## src/md5_pkg.sv

```systemverilog
`timescale 1ns / 1ps
// ----------------------------------------------------------------------------
// MD5 package
// Shared types, constants and round tables for the MD5 stream hasher.
// ----------------------------------------------------------------------------
package md5_pkg;

    localparam logic [31:0] IV_A = 32'h67452301;
    localparam logic [31:0] IV_B = 32'hefcdab89;
    localparam logic [31:0] IV_C = 32'h98badcfe;
    localparam logic [31:0] IV_D = 32'h10325476;
    localparam logic [7:0]  PAD_BYTE = 8'h80;
    localparam logic [5:0]  LEN_POS = 6'd56;

    typedef struct packed {
        logic [7:0] data_byte;
        logic       byte_present;
        logic       end_of_message;
    } t_in_item;

    typedef struct packed {
        logic [31:0] digest_word;
        logic [1:0]  word_index;
        logic        last_word;
    } t_out_item;

    // start/done handshake between sequencer and compression core
    typedef struct packed {
        logic start;
    } t_cmp_ctl;

    typedef struct packed {
        logic busy;
        logic done;
    } t_cmp_sts;

    function automatic logic [31:0] md5_k(input logic [5:0] i);
        logic [31:0] k;
        unique case (i)
            6'd0: k = 32'hd76aa478; 6'd1: k = 32'he8c7b756; 6'd2: k = 32'h242070db;
            6'd3: k = 32'hc1bdceee; 6'd4: k = 32'hf57c0faf; 6'd5: k = 32'h4787c62a;
            6'd6: k = 32'ha8304613; 6'd7: k = 32'hfd469501; 6'd8: k = 32'h698098d8;
            6'd9: k = 32'h8b44f7af; 6'd10: k = 32'hffff5bb1; 6'd11: k = 32'h895cd7be;
            6'd12: k = 32'h6b901122; 6'd13: k = 32'hfd987193; 6'd14: k = 32'ha679438e;
            6'd15: k = 32'h49b40821; 6'd16: k = 32'hf61e2562; 6'd17: k = 32'hc040b340;
            6'd18: k = 32'h265e5a51; 6'd19: k = 32'he9b6c7aa; 6'd20: k = 32'hd62f105d;
            6'd21: k = 32'h02441453; 6'd22: k = 32'hd8a1e681; 6'd23: k = 32'he7d3fbc8;
            6'd24: k = 32'h21e1cde6; 6'd25: k = 32'hc33707d6; 6'd26: k = 32'hf4d50d87;
            6'd27: k = 32'h455a14ed; 6'd28: k = 32'ha9e3e905; 6'd29: k = 32'hfcefa3f8;
            6'd30: k = 32'h676f02d9; 6'd31: k = 32'h8d2a4c8a; 6'd32: k = 32'hfffa3942;
            6'd33: k = 32'h8771f681; 6'd34: k = 32'h6d9d6122; 6'd35: k = 32'hfde5380c;
            6'd36: k = 32'ha4beea44; 6'd37: k = 32'h4bdecfa9; 6'd38: k = 32'hf6bb4b60;
            6'd39: k = 32'hbebfbc70; 6'd40: k = 32'h289b7ec6; 6'd41: k = 32'heaa127fa;
            6'd42: k = 32'hd4ef3085; 6'd43: k = 32'h04881d05; 6'd44: k = 32'hd9d4d039;
            6'd45: k = 32'he6db99e5; 6'd46: k = 32'h1fa27cf8; 6'd47: k = 32'hc4ac5665;
            6'd48: k = 32'hf4292244; 6'd49: k = 32'h432aff97; 6'd50: k = 32'hab9423a7;
            6'd51: k = 32'hfc93a039; 6'd52: k = 32'h655b59c3; 6'd53: k = 32'h8f0ccc92;
            6'd54: k = 32'hffeff47d; 6'd55: k = 32'h85845dd1; 6'd56: k = 32'h6fa87e4f;
            6'd57: k = 32'hfe2ce6e0; 6'd58: k = 32'ha3014314; 6'd59: k = 32'h4e0811a1;
            6'd60: k = 32'hf7537e82; 6'd61: k = 32'hbd3af235; 6'd62: k = 32'h2ad7d2bb;
            default: k = 32'heb86d391;
        endcase
        return k;
    endfunction

    function automatic logic [4:0] md5_s(input logic [3:0] idx);
        logic [4:0] s;
        unique case (idx)
            4'd0: s = 5'd7;   4'd1: s = 5'd12;  4'd2: s = 5'd17;  4'd3: s = 5'd22;
            4'd4: s = 5'd5;   4'd5: s = 5'd9;   4'd6: s = 5'd14;  4'd7: s = 5'd20;
            4'd8: s = 5'd4;   4'd9: s = 5'd11;  4'd10: s = 5'd16; 4'd11: s = 5'd23;
            4'd12: s = 5'd6;  4'd13: s = 5'd10; 4'd14: s = 5'd15; default: s = 5'd21;
        endcase
        return s;
    endfunction

endpackage

```

## src/md5_core.sv

```systemverilog
`timescale 1ns / 1ps
// ----------------------------------------------------------------------------
// MD5 compression core
// Holds the block as 16 words and the chaining value; one round per cycle
// through a single shared round unit, 64 rounds per block.
// ----------------------------------------------------------------------------
module md5_core
    import md5_pkg::*;
(
    input  logic        i_clk,
    input  logic        i_rst_n,
    input  logic        i_wr_en,
    input  logic [5:0]  i_wr_addr,
    input  logic [7:0]  i_wr_byte,
    input  t_cmp_ctl    i_ctl,
    input  logic        i_iv_load,
    output t_cmp_sts    o_sts,
    output logic [127:0] o_chain
);

    logic [31:0] r_w [16];
    logic [31:0] r_ch [4];
    logic [31:0] r_a, r_b, r_c, r_d;
    logic [5:0]  r_rnd;
    logic        r_busy, r_fin, r_done;

    logic [1:0]  phase;
    logic [31:0] f, sum, rot;
    logic [3:0]  g;
    logic [4:0]  sh;
    logic [5:0]  i5, i3, i7;

    assign phase = r_rnd[5:4];
    assign i5 = (r_rnd << 2) + r_rnd + 6'd1;
    assign i3 = (r_rnd << 1) + r_rnd + 6'd5;
    assign i7 = (r_rnd << 3) - r_rnd;

    always_comb begin
        unique case (phase)
            2'd0: begin f = (r_b & r_c) | (~r_b & r_d); g = r_rnd[3:0]; end
            2'd1: begin f = (r_b & r_d) | (r_c & ~r_d); g = i5[3:0]; end
            2'd2: begin f = r_b ^ r_c ^ r_d;            g = i3[3:0]; end
            default: begin f = r_c ^ (r_b | ~r_d);      g = i7[3:0]; end
        endcase
        sh  = md5_s({phase, r_rnd[1:0]});
        sum = r_a + f + md5_k(r_rnd) + r_w[g];
        rot = (sum << sh) | (sum >> (6'd32 - {1'b0, sh}));
    end

    always_ff @(posedge i_clk) begin
        if (i_wr_en) begin
            unique case (i_wr_addr[1:0])
                2'd0: r_w[i_wr_addr[5:2]][7:0]   <= i_wr_byte;
                2'd1: r_w[i_wr_addr[5:2]][15:8]  <= i_wr_byte;
                2'd2: r_w[i_wr_addr[5:2]][23:16] <= i_wr_byte;
                default: r_w[i_wr_addr[5:2]][31:24] <= i_wr_byte;
            endcase
        end
        if (i_ctl.start) begin
            r_a <= r_ch[0]; r_b <= r_ch[1]; r_c <= r_ch[2]; r_d <= r_ch[3];
        end else if (r_busy) begin
            r_a <= r_d; r_d <= r_c; r_c <= r_b; r_b <= r_b + rot;
        end
    end

    always_ff @(posedge i_clk) begin
        if (!i_rst_n) begin
            r_busy <= 1'b0; r_fin <= 1'b0; r_done <= 1'b0; r_rnd <= '0;
            r_ch[0] <= IV_A; r_ch[1] <= IV_B; r_ch[2] <= IV_C; r_ch[3] <= IV_D;
        end else begin
            r_done <= 1'b0;
            r_fin  <= 1'b0;
            if (i_iv_load) begin
                r_ch[0] <= IV_A; r_ch[1] <= IV_B; r_ch[2] <= IV_C; r_ch[3] <= IV_D;
            end
            if (i_ctl.start) begin
                r_busy <= 1'b1;
                r_rnd  <= '0;
            end else if (r_busy) begin
                r_rnd <= r_rnd + 6'd1;
                if (r_rnd == 6'd63) begin
                    r_busy <= 1'b0;
                    r_fin  <= 1'b1;
                end
            end
            // fold the working registers into the chain after the last round
            if (r_fin) begin
                r_ch[0] <= r_ch[0] + r_a; r_ch[1] <= r_ch[1] + r_b;
                r_ch[2] <= r_ch[2] + r_c; r_ch[3] <= r_ch[3] + r_d;
                r_done  <= 1'b1;
            end
        end
    end

    assign o_sts.busy = r_busy | r_fin;
    assign o_sts.done = r_done;
    assign o_chain = {r_ch[3], r_ch[2], r_ch[1], r_ch[0]};

endmodule

```

## src/md5_stream_hasher_unit.sv

```systemverilog
`timescale 1ns / 1ps
// ----------------------------------------------------------------------------
// MD5 stream hasher
// Byte-serial MD5 (RFC 1321) with padding, length and four-word digest out.
// ----------------------------------------------------------------------------
//  channel | direction | payload    | handshake
//  in      | input     | t_in_item  | i_in_valid / o_in_ready
//  out     | output    | t_out_item | o_out_valid / i_out_ready
//
//  A byte item that does not close a block leaves the input ready; the 64th
//  byte of a block holds the input while the round unit runs its 64 rounds
//  (one per cycle) and folds the chain. An end item pads one byte a
//  cycle, runs one or two blocks, then offers four digest words; the input
//  stays blocked until the last word is taken. Output stalls hold the word.
//  Reset (synchronous, active low) restores the initial vector and counters.
module md5_stream_hasher_unit
    import md5_pkg::*;
(
    input  logic      i_clk,
    input  logic      i_rst_n,
    input  logic      i_in_valid,
    output logic      o_in_ready,
    input  t_in_item  i_in_data,
    output logic      o_out_valid,
    input  logic      i_out_ready,
    output t_out_item o_out_data
);

    localparam logic [2:0] ST_IDLE = 3'd0;
    localparam logic [2:0] ST_WAIT = 3'd1;
    localparam logic [2:0] ST_PAD  = 3'd2;
    localparam logic [2:0] ST_PWT  = 3'd3;
    localparam logic [2:0] ST_OUT  = 3'd4;

    logic [2:0]  r_st, n_st;
    logic [5:0]  r_fill, n_fill;
    logic [63:0] r_bits, n_bits;
    logic [63:0] r_len, n_len;
    logic        r_pad80, n_pad80;
    logic        r_end, n_end;
    logic [1:0]  r_widx, n_widx;

    logic        wr_en, iv_load;
    logic [7:0]  wr_byte;
    t_cmp_ctl    ctl;
    t_cmp_sts    sts;
    logic [127:0] chain;
    logic        acc;

    md5_core u_core (
        .i_clk(i_clk), .i_rst_n(i_rst_n), .i_wr_en(wr_en), .i_wr_addr(r_fill),
        .i_wr_byte(wr_byte), .i_ctl(ctl), .i_iv_load(iv_load), .o_sts(sts),
        .o_chain(chain)
    );

    assign o_in_ready = (r_st == ST_IDLE);
    assign acc = i_in_valid && o_in_ready;

    always_comb begin
        logic [5:0] lsel;
        n_st = r_st; n_fill = r_fill; n_bits = r_bits; n_len = r_len;
        n_pad80 = r_pad80; n_end = r_end; n_widx = r_widx;
        wr_en = 1'b0; wr_byte = 8'h00; ctl.start = 1'b0; iv_load = 1'b0;
        lsel = r_fill - LEN_POS;
        unique case (r_st)
            ST_IDLE: begin
                if (acc) begin
                    n_end = i_in_data.end_of_message;
                    n_pad80 = 1'b1;
                    if (i_in_data.byte_present) begin
                        wr_en = 1'b1; wr_byte = i_in_data.data_byte;
                        n_bits = r_bits + 64'd8;
                        n_fill = r_fill + 6'd1;
                        if (r_fill == 6'd63) begin
                            ctl.start = 1'b1; n_st = ST_WAIT;
                        end else if (i_in_data.end_of_message) begin
                            n_st = ST_PAD; n_len = r_bits + 64'd8;
                        end
                    end else if (i_in_data.end_of_message) begin
                        n_st = ST_PAD; n_len = r_bits;
                    end
                end
            end
            ST_WAIT: begin
                if (sts.done) begin
                    n_st = r_end ? ST_PAD : ST_IDLE;
                    n_len = r_bits;
                end
            end
            ST_PAD: begin
                wr_en = 1'b1;
                if (r_pad80) begin
                    wr_byte = PAD_BYTE; n_pad80 = 1'b0;
                    // from here on r_end marks the block that carries the length
                    n_end = (r_fill < LEN_POS);
                end else if (r_end && r_fill >= LEN_POS) begin
                    wr_byte = r_len[{lsel[2:0], 3'b000} +: 8];
                end
                n_fill = r_fill + 6'd1;
                if (r_fill == 6'd63) begin
                    ctl.start = 1'b1; n_st = ST_PWT;
                end
            end
            ST_PWT: begin
                if (sts.done) begin
                    n_widx = 2'd0;
                    if (r_end) begin
                        n_st = ST_OUT;
                    end else begin
                        // length did not fit behind the pad byte: one more block
                        n_st = ST_PAD; n_end = 1'b1;
                    end
                end
            end
            ST_OUT: begin
                if (i_out_ready) begin
                    n_widx = r_widx + 2'd1;
                    if (r_widx == 2'd3) begin
                        n_st = ST_IDLE; iv_load = 1'b1;
                        n_bits = '0; n_fill = '0;
                    end
                end
            end
            default: n_st = ST_IDLE;
        endcase
    end

    always_ff @(posedge i_clk) begin
        if (!i_rst_n) begin
            r_st <= ST_IDLE; r_fill <= '0; r_bits <= '0; r_pad80 <= 1'b0;
            r_end <= 1'b0; r_widx <= '0;
        end else begin
            r_st <= n_st; r_fill <= n_fill; r_bits <= n_bits; r_pad80 <= n_pad80;
            r_end <= n_end; r_widx <= n_widx;
        end
        r_len <= n_len;
    end

    assign o_out_valid = (r_st == ST_OUT);
    assign o_out_data.digest_word = chain[{r_widx, 5'b00000} +: 32];
    assign o_out_data.word_index = r_widx;
    assign o_out_data.last_word = (r_widx == 2'd3);

endmodule
```

## config.mk

```make
export PLATFORM = sky130hd
export DESIGN_NAME = md5_stream_hasher_unit
export DESIGN_NICKNAME = d
export VERILOG_FILES = /design/src/md5_pkg.sv /design/src/md5_core.sv /design/src/md5_stream_hasher_unit.sv
export SDC_FILE = /design/constraint.sdc
export NUM_CORES = 2
export LEC_CHECK = 0
export ABC_AREA = 0
export BUFFER_PORTS_ARGS = -buffer_cell sky130_fd_sc_hd__buf_2
export CORE_AREA = 2 2 321 323
export CTS_CLUSTER_DIAMETER = 120
export CTS_CLUSTER_SIZE = 14
export DETAILED_ROUTE_END_ITERATION = 10
export DIE_AREA = 0 0 323 325
export PLACE_DENSITY = 0.76
export SETUP_SLACK_MARGIN = 0.4
export SYNTH_ARGS = -nofsm -noshare
export SYNTH_HDL_FRONTEND = slang
export SYNTH_HIERARCHICAL = 1
export SYNTH_SLANG_ARGS = --single-unit
```

## constraint.sdc

```tcl
create_clock -name i_clk -period 10.4 [get_ports i_clk]
set_clock_uncertainty 0.2 [all_clocks]
set_input_delay 0.52 -clock i_clk [delete_from_list [all_inputs] [get_ports i_clk]]
set_output_delay 0.52 -clock i_clk [all_outputs]
set_load 0.01 [all_outputs]
```

## After elaboration in Yosys (flattened, before gate mapping)

Memory sizes are Yosys's and may differ from the RTL's. A register that Yosys moved wholly into a read port is not among the register bits.
Index checks and enable logic that the tools add are counted.

- RAM bits: 640
- Word-level logic and storage cells: 209
- Memories kept: 4
- Register bits after elaboration: 278
- Memory bits (read-only): 2128
- Output and inout port bits: 37
- Input bits: 14
- Latch bits: 0

Memories:

| name | words | bits a word | read ports | clocked after Yosys merged registers in | write ports | RTL line | source |
|---|---|---|---|---|---|---|---|
| (name not given) | 64 | 32 | 1 | 1 | 0 | md5_pkg.sv:39 | `unique case (i)` |
| u_core.r_w | 16 | 32 | 1 | 0 | 1 | md5_core.sv:21 | `logic [31:0] r_w [16];` |
| u_core.r_ch | 4 | 32 | 4 | 0 | 4 | md5_core.sv:22 | `logic [31:0] r_ch [4];` |
| (name not given) | 16 | 5 | 1 | 1 | 0 | md5_pkg.sv:68 | `unique case (idx)` |

- Reductions and logical operators: 22
- $mul: 0
- Mux-type cells: 98
- Magnitude comparators: 2
- Bitwise logic cells: 23
- Eq/ne operators: 22
- Divide/modulo/power cells: 0
- Shift-type cells: 4
- $add $sub $neg: 19

Operator list:

| operator | count |
|---|---|
| $mux W64 | 10 |
| $mux W32 | 16 |
| $add A32 B32 Y32 | 8 |
| $pmux W64 S2 | 2 |
| $and A32 B32 Y32 | 4 |
| $or A32 B32 Y32 | 4 |
| $shiftx A128 B8 Y32 | 1 |
| $pmux W32 S3 | 1 |
| $xor A32 B32 Y32 | 3 |
| $add A64 B4 Y64 const B | 1 |
| $not A32 Y32 | 2 |
| $shiftx A64 B7 Y8 | 1 |
| $mux W6 | 6 |
| $mux W1 | 35 |
| $mux W8 | 4 |
| $shl A32 B5 Y32 | 1 |
| $shr A32 B6 Y32 | 1 |
| $mux W3 | 10 |
| $pmux W6 S3 | 1 |
| $pmux W8 S2 | 1 |
| $pmux W3 S5 | 1 |
| $add A6 B1 Y6 const B | 2 |
| $eq A6 B6 Y1 const B | 2 |
| $ne A2 B1 Y1 const B | 6 |
| other kinds (37) | 67 |

## Depth between registers and ports, before layout

- Depth after elaboration: 12
- Mapped depth: 44
- Depth with buffers taken out: 40

## By module

Netlist, hierarchy kept.

By module, submodules not included:

| module | area each (um2) | times used | cells each | sequential area each (um2) |
|---|---|---|---|---|
| md5_core | 49880.3 | 1 | 4525 | 23662.7 |
| md5_stream_hasher_unit | 8429.3 | 1 | 884 | 3313.2 |

## Least setup slack after synthesis

Ideal clock, no wire load.

- Kind: reg-to-reg
- Start point: reg u_core.r_rnd[0]
- End point: reg u_core.r_b[30], data pin
- Path slack: 0.656 ns
- Arrival: 9.276 ns
- Path buffers: 4
- Period minus slack after synthesis: 9.744 ns
- Cell stages (with the launch flop): 44
- Cell sequence: dfxtp_1 -> buf_2 -> inv_2 -> ha_1 -> inv_1 -> or3_1 -> o21ai_1 -> a221o_1 -> clkbuf_1 -> buf_1 -> clkbuf_1 -> mux4_2 -> mux2i_1 -> nand2_1 -> o21ai_0 -> fa_1 -> inv_1 -> ha_1 -> (+8 left out) -> mux4_2 -> mux2_4 -> mux2i_4 -> o21ai_1 -> ha_1 -> fa_1 -> a21o_1 -> a21oi_1 -> o21ai_0 -> or4b_2 -> a21oi_1 -> o21ai_0 -> o31a_1 -> o2111ai_1 -> a2111oi_0 -> o21bai_1 -> xnor2_1 -> o21ai_0

- Cells in the longest elaborated chain, start to end: 10
- Elaborated cells between the ends (all ways): 14
- Classes of those cells: 7 x add/sub; 2 x shift; 3 x mux; 1 x bitwise; 1 x memory

RTL lines:

| element | RTL line | source |
|---|---|---|
| start, declared | md5_core.sv:24 | `logic [5:0] r_rnd;` |
| start signal, assigned | md5_core.sv:80 | `r_rnd <= r_rnd + 6'd1;` |
| $add A4 B4 Y4 (*) | md5_core.sv:35 | `assign i3 = (r_rnd << 1) + r_rnd + 6'd5;` |
| $add A4 B3 Y4 (*) | md5_core.sv:35 |  |
| via u_core.i3[0] | md5_core.sv:31 | `logic [5:0] i5, i3, i7;` |
| $pmux W4 S3 (*) | md5_core.sv:39 | `unique case (phase)` |
| $mem_v2 Z16 W32 (*) | - |  |
| $add A32 B32 Y32 (*) | md5_core.sv:46 | `sum = r_a + f + md5_k(r_rnd) + r_w[g];` |
| $shr A32 B6 Y32 or $shl A32 B5 Y32 (tied branches) | md5_core.sv:47 | `rot = (sum << sh) \| (sum >> (6'd32 - {1'b0, sh}));` |
| $or A32 B32 Y32 (*) | md5_core.sv:47 |  |
| $add A32 B32 Y32 (*) | md5_core.sv:62 | `r_a <= r_d; r_d <= r_c; r_c <= r_b; r_b <= r_b + rot;` |
| $mux W32 (*) | md5_core.sv:61 | `end else if (r_busy) begin` |
| $mux W32 (*) | md5_core.sv:59 | `if (i_ctl.start) begin` |
| end signal, assigned | md5_core.sv:60 | `r_a <= r_ch[0]; r_b <= r_ch[1]; r_c <= r_ch[2]; r_d <= r_ch[3];` |
| end signal, assigned | md5_core.sv:62 |  |
| end, declared | md5_core.sv:23 | `logic [31:0] r_a, r_b, r_c, r_d;` |

Mark *: on every way through the listed nets, which the timed path passes. The rest lies on a longest branch. The select of a mux whose other input is x is not followed.
A chain may end at the register's enable or synchronous reset.

## Worst setup path after layout

- Start point: reg u_core.r_rnd[1]
- End point: reg u_core.r_b[26], data pin

- Cells in the longest elaborated chain, start to end: 10
- Elaborated cells between the ends (all ways): 14
- Classes of those cells: 7 x add/sub; 2 x shift; 3 x mux; 1 x bitwise; 1 x memory

RTL lines:

| element | RTL line |
|---|---|
| $add A4 B4 Y4 (on tied branches) | md5_core.sv:35, md5_core.sv:34 |
| $add A4 B3 Y4 or $add A4 B1 Y4 (tied branches) | md5_core.sv:35, md5_core.sv:34 |
| $pmux W4 S3 (*) | md5_core.sv:39 |
| $mem_v2 Z16 W32 (*) | - |
| $add A32 B32 Y32 (*) | md5_core.sv:46 |
| $shr A32 B6 Y32 or $shl A32 B5 Y32 (tied branches) | md5_core.sv:47 |
| $or A32 B32 Y32 (*) | md5_core.sv:47 |
| $add A32 B32 Y32 (*) | md5_core.sv:62 |
| $mux W32 (*) | md5_core.sv:61 |
| $mux W32 (*) | md5_core.sv:59 |

Every way passes the cells marked *; elsewhere a longest branch is shown, timed or not. The select of a mux whose other input is x is not followed.

==> reports/metrics.yaml <==
worst_hold_path:
  holdPathEnd: "r_bits[14]"
  hp-class: "in2reg"
  min-delay-start: "i_rst_n"
  holdPathStages: 2
flow_run:
  drv_cap: 0
finish:
  final_nets: 5661
  instances_no_fill: 6777
  final_common_cell: "edfxtp_1"
  drive_gt1_frac: 0.133
  area_delta_synth_final_pct: 7.99
  mostFrequentLayoutCells: "edfxtp_1 (797), nand2_1 (505), nor2_1 (429)"
die:
  dieArea_sq_mm: 0.105
  die_x_um: 323
  die_height_um: 325
  core-area_sq_mm: 0.101
  io_pins: 51
  rows: 117
  start_util: 0.576
synth:
  synth_area_sq_mm: 0.0583
  synth_fp_nets: 5705
  syn_inst: 5408
  synth.avg_cell_area_sq_um: 10.8
  yosysWarnings: 6
cts:
  cts-root-buf: "clkbuf_16"
  clock_path_buffers: 3
  cts_tree: "yes"
  clk_latency_ps: 700
  clock_sink_count: 949
  h-tree-depth: 3
  clk_pin_slew_ps: 70
  numCtsBuffers: 78
setup_path:
  start_kind: "flop"
  reg2reg_depth: 38
  reg2reg_slack_ps: 730
  slowest_stage: "mux4_4"
  slowest_delay_ps: 680
  crit_required_ps: 10620
  crit_fanout: 16
  worstReg2RegStart: "u_core/r_rnd[1]"
  worstPathArrival_ps: 9890
  r2r_end: "u_core/r_b[26]"
  crit_path_end_kind: "flop"
  critPathKind: "reg2reg"
outcome:
  status: "finished, final reports clean"
drt:
  drt_iter0_drc: 5798
  drc_errors: 0
  ant_nets: 0
  via_per_inst: 6.70
  vias: 45400
  wl_per_cell_um: 25.9
  first_pass_iters: 6
  routed_wl_um: 175000
power:
  finalPower_uw: 7650
  power.density_mw_per_mm2: 121
  vdd_drop_max_mv: 0.127
  p_leak_uw: 0.0222
global_routing:
  grt_pass1_wl_um: 264000
  grt.overflow.total: 0
  grtUsageTotal: 0.328
  antenna_found_initial: 1
  grt_max_degree: 130
  grt_pass1_vias: 42800
sta:
  hold_viol: 0
  clock.fmax_ghz: 0.103
  min_period_ps: 9670
  tns_ps: 0
  slew_viol_final: 0
  rsz0062_at_grt: "true"
  maxSlewHeadroom: 0.138
  fin_crit_sh: 0.930
  tightest_slew_ps: 1290
  setup_viol: 0
placement:
  place_congestion: 1.03
  port_buffers: 50
  placedCellCount: 6642
  hpwl_um: 122000
through the flow:
step	hold slack [ps]	util	instance area (sq um)	setup WS [ps]
2_1_floorplan	252	-	58300	656
3_3_place_gp	278	0.596	60400	207
3_5_place_dp	294	0.596	60400	70.2
4_1_cts	12.0	0.619	62700	429
5_1_grt	38.8	0.622	63000	270
6_report	59.5	0.622	63000	728
worst max-delay path by stage:
stage | startpoint | end | cells past startpoint
4_1_cts | u_core/r_rnd[1] | u_core/r_b[30] | 37
5_1_grt | u_core/r_rnd[1] | u_core/r_b[23] | 38
2_1_floorplan | u_core/r_rnd[0] | u_core/r_b[30] | 43
3_3_place_gp | u_core/r_rnd[0] | u_core/r_b[30] | 37
6_report | u_core/r_rnd[1] | u_core/r_b[26] | 38
3_5_place_dp | u_core/r_rnd[0] | u_core/r_b[30] | 37
critical path, delay by kind of cell (launching register included):
family	cells	cell delay [ps]
AO/OA/AOI/OAI	17	2870
XOR/XNOR	1	180
adder cells (fa/ha/maj)	7	2550
buffers and inverters	6	750
flip-flops	1	370
multiplexers	6	2170
AND/OR/NAND/NOR	1	260
routing by layer:
metal,wire length [um],track usage,part of all wire,up-vias
met1,69400,0.445,0.40,22400
met3,14800,0.0535,0.084,441
met5,0,0,0,-
li1,-,-,-,20200
met4,8810,0.148,0.050,0
met2,82400,0.520,0.47,2300
timing repair:
action	4_1_cts	5_1_grt
hold buffers	3	0
hold endpoints to repair	4	0
buffers inserted	1	4
cloned	0	2
gates resized for setup	17	38
endpoints found under the setup margin	6	15
pin swaps	2	13
cell type report:
cell class,instances,area [sq um]
diodes,1,2.50
flip-flops and latches,949,27000
clock inverters,7,108
fillers,8074,38300
multi-input cells,3916,29600
well taps,1368,1710
inverters,211,792
repair buffers,208,1620
clock buffers,117,2120
flip-flops by register name, summed over array words and instances, names as in the netlist, 5 cells and up, named ones only:
name,flops
u_core/r_w,512
u_core/r_ch,128
r_bits,61
r_len,61
u_core/r_a,32
u_core/r_b,32
u_core/r_c,32
u_core/r_d,32
r_fill,6
u_core/r_rnd,6
u_core/sh,5
power by group:
group          switching [uW]  internal [uW]
Sequential               22.5           4140
Combinational             420            244
Clock                    1400           1420
(Power assumes the default switching activity.)
